`config.mk`:
```
export PLATFORM = sky130hd
export DESIGN_NAME = rog_div
export DESIGN_NICKNAME = d
export VERILOG_FILES = /design/src/hw/rtl/rog_pkg.sv /design/src/hw/rtl/rog_div.sv
export SDC_FILE = /design/constraint.sdc
export NUM_CORES = 1
export LEC_CHECK = 0
export ABC_AREA = 1
export BUFFER_PORTS_ARGS = -buffer_cell sky130_fd_sc_hd__buf_2
export CORE_MARGIN = 2
export CORE_UTILIZATION = 40
export CTS_BUF_LIST = sky130_fd_sc_hd__clkbuf_4
export DETAILED_ROUTE_END_ITERATION = 7
export MAX_ROUTING_LAYER = met4
export PLACE_DENSITY_LB_ADDON = 0.05
export SYNTH_ARGS = -nofsm -noshare
export SYNTH_HDL_FRONTEND = slang
export SYNTH_SLANG_ARGS = --single-unit
```
`constraint.sdc`:
```
create_clock -name clock -period 2.55 [get_ports clock]
set_input_delay 0.1275 -clock clock [delete_from_list [all_inputs] [get_ports clock]]
set_output_delay 0.1275 -clock clock [all_outputs]
set_load 0.01 [all_outputs]
```
`src/hw/rtl/rog_pkg.sv`:
```
// Shared constants and types for the radius of gyration core.
package rog_pkg;

   localparam int ATOM_CAP  = 4096;
   localparam int COORD_W   = 24;
   localparam int RADIUS_W  = 25;
   localparam int ATOMS_W   = 13;

   localparam int ADDR_W  = $clog2(ATOM_CAP);
   localparam int CNT_W   = $clog2(ATOM_CAP + 1);
   localparam int SUM_W   = COORD_W + ADDR_W;
   localparam int DIFF_W  = COORD_W + 1;
   localparam int SQ_W    = 2 * DIFF_W;
   localparam int ACC_W   = SQ_W + $clog2(3 * ATOM_CAP);
   localparam int ROOT_W  = 2 * RADIUS_W;
   localparam int DCNT_W  = $clog2(ACC_W + 1);

   typedef struct packed {
      logic              start;
      logic [ACC_W-1:0]  dividend;
      logic [CNT_W-1:0]  divisor;
   } div_req_type;

   typedef struct packed {
      logic              done;
      logic [ACC_W-1:0]  quotient;
   } div_rsp_type;

endpackage

```
`src/hw/rtl/rog_div.sv`:
```
// Restoring divider, one quotient bit per cycle, unsigned.
module rog_div (
   input  logic                  clock,
   input  logic                  reset,
   input  rog_pkg::div_req_type  req,
   output rog_pkg::div_rsp_type  rsp
);

   logic                          busy_ff, busy_in;
   logic                          done_ff, done_in;
   logic [rog_pkg::DCNT_W-1:0]    cnt_ff, cnt_in;
   logic [rog_pkg::CNT_W-1:0]     rem_ff, rem_in;
   logic [rog_pkg::CNT_W-1:0]     dsr_ff, dsr_in;
   logic [rog_pkg::ACC_W-1:0]     quo_ff, quo_in;
   logic [rog_pkg::CNT_W:0]       trial;
   logic                          fits;

   always_comb begin
      trial   = {rem_ff, quo_ff[rog_pkg::ACC_W-1]};
      fits    = (trial >= {1'b0, dsr_ff});
      busy_in = busy_ff;
      done_in = 1'b0;
      cnt_in  = cnt_ff;
      rem_in  = rem_ff;
      dsr_in  = dsr_ff;
      quo_in  = quo_ff;
      if (req.start) begin
         busy_in = 1'b1;
         cnt_in  = '0;
         rem_in  = '0;
         dsr_in  = req.divisor;
         quo_in  = req.dividend;
      end else if (busy_ff) begin
         rem_in = fits ? rog_pkg::CNT_W'(trial - {1'b0, dsr_ff})
                       : rog_pkg::CNT_W'(trial);
         quo_in = {quo_ff[rog_pkg::ACC_W-2:0], fits};
         cnt_in = cnt_ff + 1'b1;
         if (cnt_ff == rog_pkg::DCNT_W'(rog_pkg::ACC_W - 1)) begin
            busy_in = 1'b0;
            done_in = 1'b1;
         end
      end
   end

   always_ff @(posedge clock) begin
      if (reset) begin
         busy_ff <= 1'b0;
         done_ff <= 1'b0;
         cnt_ff  <= '0;
      end else begin
         busy_ff <= busy_in;
         done_ff <= done_in;
         cnt_ff  <= cnt_in;
      end
      rem_ff <= rem_in;
      dsr_ff <= dsr_in;
      quo_ff <= quo_in;
   end

   assign rsp.done     = done_ff;
   assign rsp.quotient = quo_ff;

endmodule

```
==> flow_metrics.py, run 1 <==
metrics = {
    "setup_path": {
        "critical_path_class": "register to register",
        "cp_common_cell": "nand2_1",
        "critPathMaxStageDelay_ps": 440,
        "startpoint_type": "register",
        "worst-endpoint-required_ps": 2780,
        "cp_slowest_cell": "fa_1",
        "critPathArrivalTime_ps": 2440,
        "critPathCaptureType": "register",
        "reg2reg_slack_ps": 340,
        "crit_path_max_fanout": 15,
        "cp_cell_sequence": "inv_1, ha_1, inv_1, fa_1, nand2_1, nand2_1, nand3_1, nand2_1, nand2_2, nand3_4, nand2_1, nand2_1",
    },
    "yosys": {
        "synth_ff_type": "edfxtp_1",
        "ys_types": 31,
        "ys_top_cells_by_count": "281 x nand2_1, 77 x edfxtp_1, 67 x inv_1, 27 x nand3_1, 22 x dfxtp_1",
        "synth-edff-count": 77,
        "synth-seq-cells": 99,
        "synth_top_area_share_pct": 45.69,
        "synthTopCellsByArea": "edfxtp_1 46%, nand2_1 21%, dfxtp_1 8.7%, inv_1 5.0%, ha_1 3.5%",
        "avgSynthCellArea_um2": 8.449,
        "synth_seq_area_share_pct": 54.39,
        "synth-warning-count": 0,
        "async_reset_ff_share_pct": 0,
        "synth_area_mm2": 0.005061,
        "netlist_instances": 599,
        "yosysMostFrequentCell": "nand2_1",
        "synth_nets": 694,
        "synth_area_leader_cell": "edfxtp_1",
    },
    "cells_and_area": {
        "drive_above_1_share_pct": 24.12,
        "area_delta_synth_final_pct": 35.80,
        "fillers": 1169,
        "nNetsFinal": 915,
        "fin_util_pct": 55.13,
        "finalInstanceArea_mm2": 0.006873,
        "instances_no_fill": 998,
    },
    "timing": {
        "worst_slew_pin_slew_ps": 670.4,
        "setup_tns_ps": 0,
        "hold_viol": 0,
        "period_minus_slack_ps": 2205,
        "fmax_ghz": 0.4534,
        "maxSlewViolCount": 0,
        "finClkSkew_ps": 13.28,
        "rsz0062_at_grt": "no",
        "finalCritPeriodShare_pct": 86.49,
        "setup_violations": 0,
        "slew_headroom_pct": 55.31,
    },
    "clock_tree": {
        "clk_latency_ps": 460,
        "post_cts_buffers": 0,
        "clkSinkCount": 99,
        "clkTransAtPathRegs_ps": 140,
        "cts_tree": "built",
        "cts_buffers": 9,
        "htree_levels": 3,
        "cts_root_buf": "clkbuf_4",
        "cts_hold_buf": 78,
        "clockBufferDepth": 2,
        "cts_resized": 0,
    },
    "floorplanning": {
        "core_area_mm2": 0.01247,
        "die_y_um": 116.5,
        "io_pins": 145,
        "initial_utilization_pct": 40.60,
        "die_w_um": 116.5,
        "die_area_mm2": 0.01357,
        "rows": 41,
    },
    "drt": {
        "drc": 0,
        "drt_iter0_drc": 258,
        "via_per_inst": 4.594,
        "wl_per_cell_um": 13.11,
        "first_pass_iters": 4,
        "drt-total-wl_um": 13080,
        "ant_nets": 0,
        "vias": 4585,
    },
    "power_and_ir_drop": {
        "clock_power_share_pct": 22.9,
        "switching_share_pct": 28.27,
        "total_power_uw": 3379,
        "intPower_uw": 2424,
        "p_leak_uw": 0.003455,
        "switchingPower_uw": 955.4,
        "combinationalPowerShare_pct": 19.1,
        "vdd_drop_max_uv": 358.2,
        "seqPwrFrac_pct": 58.0,
        "power.density_mw_per_mm2": 491.7,
    },
    "hold_path": {
        "min_path_type": "input pin to register",
    },
    "place": {
        "placed_cells": 903,
        "placed_cell_area_mm2": 0.005972,
        "hpwl_um": 8731,
        "routabilityCongestion": 0.9143,
        "io_buffers": 144,
    },
    "grt": {
        "grt_max_degree": 65,
        "antenna_found_initial": 0,
        "grt_usage_pct": 21.09,
        "grt_pass1_wl_um": 21510,
        "grt_overflow": 0,
        "grt_pass1_vias": 4511,
    },
    "flow_run": {
        "cap_viol_max_count": 0,
    },
    "outcome": {
        "outcome": "finished clean",
    },
}
==> per-stage QoR <==
step | hold slack [ps] | worst slack, ps
after floorplan | 226.4 | 348.6
after global placement | 305.5 | 418.4
after detailed placement | 305.9 | 369.0
after CTS | 25.04 | 347.7
after global routing | 0.8352 | 74.49
final | 60.72 | 344.6
==> worst max-delay path, delay by kind of cell (launching register included) <==
family	cells	cell delay, ps
DFF	1	400
buffers and inverters	2	160
and+or+nand+nor	8	830
adders and majority gates	2	590
==> layout by cell type, fill, tap and decap left out, drive strengths merged, types with 2 or more instances in the layout <==
master | netlist | routed
a21oi | 9 | 9
o21ai | 9 | 9
xnor2 | 3 | 3
dfxtp | 22 | 22
nand2 | 289 | 289
xor2 | 2 | 2
inv | 71 | 73
nand3 | 35 | 35
clkbuf | 11 | 12
nand4 | 20 | 20
nor3 | 3 | 3
nor2 | 20 | 20
edfxtp | 77 | 77
clkinv | 0 | 2
dlygate4sd3 | 0 | 78
buf | 11 | 154
ha | 14 | 14
==> registers in the layout, summed over array words and instances (netlist names) <==
| register | flops |
|---|---|
| done_ff | 1 |
| quo_ff | 64 |
| dsr_ff | 13 |
| busy_ff | 1 |
| cnt_ff | 7 |
| rem_ff | 13 |
==> layout make-up <==
class / instances / area [µm²] / area share [%]
clock buffers: 12 / 90.09 / 1.311
inverters: 71 / 266.5 / 3.878
diodes: 1 / 2.502 / 0.03641
well taps: 172 / 215.2 / 3.131
flip-flops and latches: 99 / 2753 / 40.05
clock inverters: 4 / 27.53 / 0.4005
repair buffers: 232 / 1589 / 23.12
multi-input cells: 407 / 1929 / 28.07
==> power by group through the flow <==
| stage | clock network, µW | registers [µW] | logic [µW] |
|---|---|---|---|
| 4_1_cts | 823 | 1960 | 646 |
| 3_3_place_gp | 0 | 1990 | 548 |
| 3_5_place_dp | 0 | 1990 | 554 |
| 6_report | 774 | 1960 | 646 |
| 5_1_grt | 880 | 1980 | 719 |
| 2_1_floorplan | 0 | 2040 | 250 |
==> per-layer routing <==
layer / global-route usage (%) / share of wire [%] / vias to the layer above
met2: 33.22 / 48 / 113
met1: 26.44 / 45 / 2104
li1: - / - / 2352
met3: 6.902 / 5.8 / 16
met5: - / 0 / -
met4: 5.159 / 1.4 / 0
==> final timing paths <==
| kind | start | to | cells after the start |
|---|---|---|---|
| max | quo_ff[63]$_DFFE_PP_ | quo_ff[0]$_DFFE_PP_ | 12 |
| min | req[77] | dsr_ff[2]$_DFFE_PP_ | 1 |
| max reg2reg | quo_ff[63]$_DFFE_PP_ | quo_ff[0]$_DFFE_PP_ | 12 |
| min reg2reg | rem_ff[12]$_SDFFE_PP0P_ | rem_ff[12]$_SDFFE_PP0P_ | 2 |
==> cell families (layout without fill, tap and decap cells) <==
group	Yosys count	in the layout	share of synthesized area, %
flip-flops	99	99	54.39
AO/OA/AOI/OAI	19	19	2.250
buffers and inverters	93	319	7.490
XOR/XNOR	5	5	0.8654
other	0	1	0
adder cells (fa/ha/maj)	15	15	3.857
AND/OR/NAND/NOR	368	368	31.15
No activity file was read; power rests on OpenSTA's default activity.
==> inputs of run 2 (changes only) <==
Settings changed: BUFFER_PORTS_ARGS -buffer_cell sky130_fd_sc_hd__buf_2 to -buffer_cell sky130_fd_sc_hd__buf_4.
==> flow_metrics.py, run 2 (synthesis results as in run 1) <==
metrics = {
    "floorplanning": {
        "die_w_um": 116.5,
        "rows": 41,
        "initial_utilization_pct": 40.60,
        "die_y_um": 116.5,
        "core_area_mm2": 0.01247,
        "die_area_mm2": 0.01357,
        "io_pins": 145,
    },
    "setup_path": {
        "critical_path_class": "register to register",
        "crit_path_max_fanout": 15,
        "worst-endpoint-required_ps": 2790,
        "critPathCaptureType": "register",
        "critPathArrivalTime_ps": 2460,
        "startpoint_type": "register",
    },
    "grt": {
        "antenna_found_initial": 0,
        "grt_max_degree": 55,
        "grt_usage_pct": 21.94,
        "grt_pass1_wl_um": 22250,
        "grt_overflow": 0,
        "grt_pass1_vias": 4601,
    },
    "clock_tree": {
        "clkTransAtPathRegs_ps": 150,
        "cts_buffers": 9,
        "post_cts_buffers": 0,
        "clk_latency_ps": 470,
        "cts_root_buf": "clkbuf_4",
        "cts_resized": 0,
        "htree_levels": 3,
        "clkSinkCount": 99,
        "clockBufferDepth": 2,
        "cts_tree": "built",
    },
    "cells_and_area": {
        "final-seq-area_mm2": 0.002753,
        "mostFrequentLayoutCell": "nand2_1",
        "multi_input_area_mm2": 0.001929,
        "top_regs": "quo_ff (64), dsr_ff (13), rem_ff (13)",
        "antenna_cells": 0,
        "instances_no_fill": 997,
        "largest_register": "quo_ff",
        "drive_above_1_share_pct": 24.12,
        "largest_register_ffs": 64,
        "fillers": 1121,
        "nNetsFinal": 915,
        "layout_common_cells": "281 x nand2_1, 153 x buf_4, 78 x dlygate4sd3_1, 77 x edfxtp_1, 66 x inv_1",
        "area_delta_synth_final_pct": 43.81,
    },
    "timing": {
        "setup_tns_ps": 0,
        "period_minus_slack_ps": 2223,
        "rsz0062_at_grt": "no",
        "finClkSkew_ps": 19.75,
        "setup_violations": 0,
        "hold_viol": 0,
        "hold_ws_ps": 126.3,
        "finalCritPeriodShare_pct": 87.16,
        "worst_slew_pin_slew_ps": 733.0,
        "maxSlewViolCount": 0,
        "fmax_ghz": 0.4499,
        "slew_headroom_pct": 51.13,
    },
    "outcome": {
        "outcome": "finished clean",
    },
    "power_and_ir_drop": {
        "p_leak_uw": 0.003588,
        "vdd_drop_max_uv": 312.4,
        "power.density_mw_per_mm2": 505.3,
        "total_power_uw": 3678,
    },
    "drt": {
        "wl_met1_um": 6099,
        "vias": 4625,
        "route.met3.wl_um": 702,
        "via_per_inst": 4.639,
        "drt-total-wl_um": 13740,
        "first_pass_iters": 5,
        "drc": 0,
        "dr_wl_met2_um": 6646,
        "ant_nets": 0,
        "wl_per_cell_um": 13.78,
        "maxUsedRoutingLayer": "met4",
        "drt_iter0_drc": 281,
    },
    "place": {
        "io_buffers": 144,
        "placed_cells": 903,
        "routabilityCongestion": 0.9372,
        "hpwl_um": 9152,
    },
    "flow_run": {
        "cap_viol_max_count": 0,
    },
    "hold_path": {
        "min_path_type": "input pin to register",
    },
}
run 2: metrics by stage:
step / worst slack (ps) / util [%] / area, µm²
after floorplan: 348.6 / - / 5061
after global placement: 420.8 / 50.80 / 6332
after detailed placement: 316.8 / 50.80 / 6332
after CTS: 313.1 / 58.39 / 7278
after global routing: 138.8 / 58.39 / 7278
final: 327.4 / 58.39 / 7278
run 2: layout make-up:
type	count	share of cell area [%]
Clock inverter	7	1.341
Sequential cell	99	37.82
Timing Repair Buffer	232	26.78
Tap cell	172	2.957
Multi-Input combinational cell	407	26.51
Clock buffer	9	0.9283
Inverter	71	3.662
run 2: what timing repair did:
item,CTS,global route
endpoints found under the setup margin,0,0
hold buffers,78,0
hold endpoints to repair,84,0
run 2: worst paths after layout:
| kind | cells past startpoint | slack [ps] | startpoint | endpoint |
|---|---|---|---|---|
| worst max-delay path | 12 | 330 | quo_ff[63]$_DFFE_PP_ | quo_ff[0]$_DFFE_PP_ |
| worst min-delay path | 5 | 130 | req[77] | rem_ff[5]$_SDFFE_PP0P_ |
| worst max register to register | 12 | 330 | quo_ff[63]$_DFFE_PP_ | quo_ff[0]$_DFFE_PP_ |
| worst min register to register | 2 | 480 | rem_ff[8]$_SDFFE_PP0P_ | rem_ff[8]$_SDFFE_PP0P_ |
run 2: power breakdown:
group | total [µW] | internal [µW] | switching (µW)
Clock | 969 | 404 | 565
Combinational | 741 | 376 | 365
Sequential | 1970 | 1900 | 71.6
Total | 3680 | 2680 | 1000
run 2: critical path: stages, from the launching register on:
cell	delay [ps]
edfxtp_1	410
inv_1	90
ha_1	160
inv_1	80
fa_1	440
nand2_1	100
nand2_1	60
nand3_1	70
nand2_1	100
nand2_2	100
nand3_4	230
nand2_1	120
nand2_1	60
run 2: routing by layer:
metal / GRT usage, % / vias to the layer above
li1: - / 2348
met1: 27.77 / 2135
met2: 34.22 / 125
met3: 5.553 / 17
met4: 7.937 / 0
met5: - / -
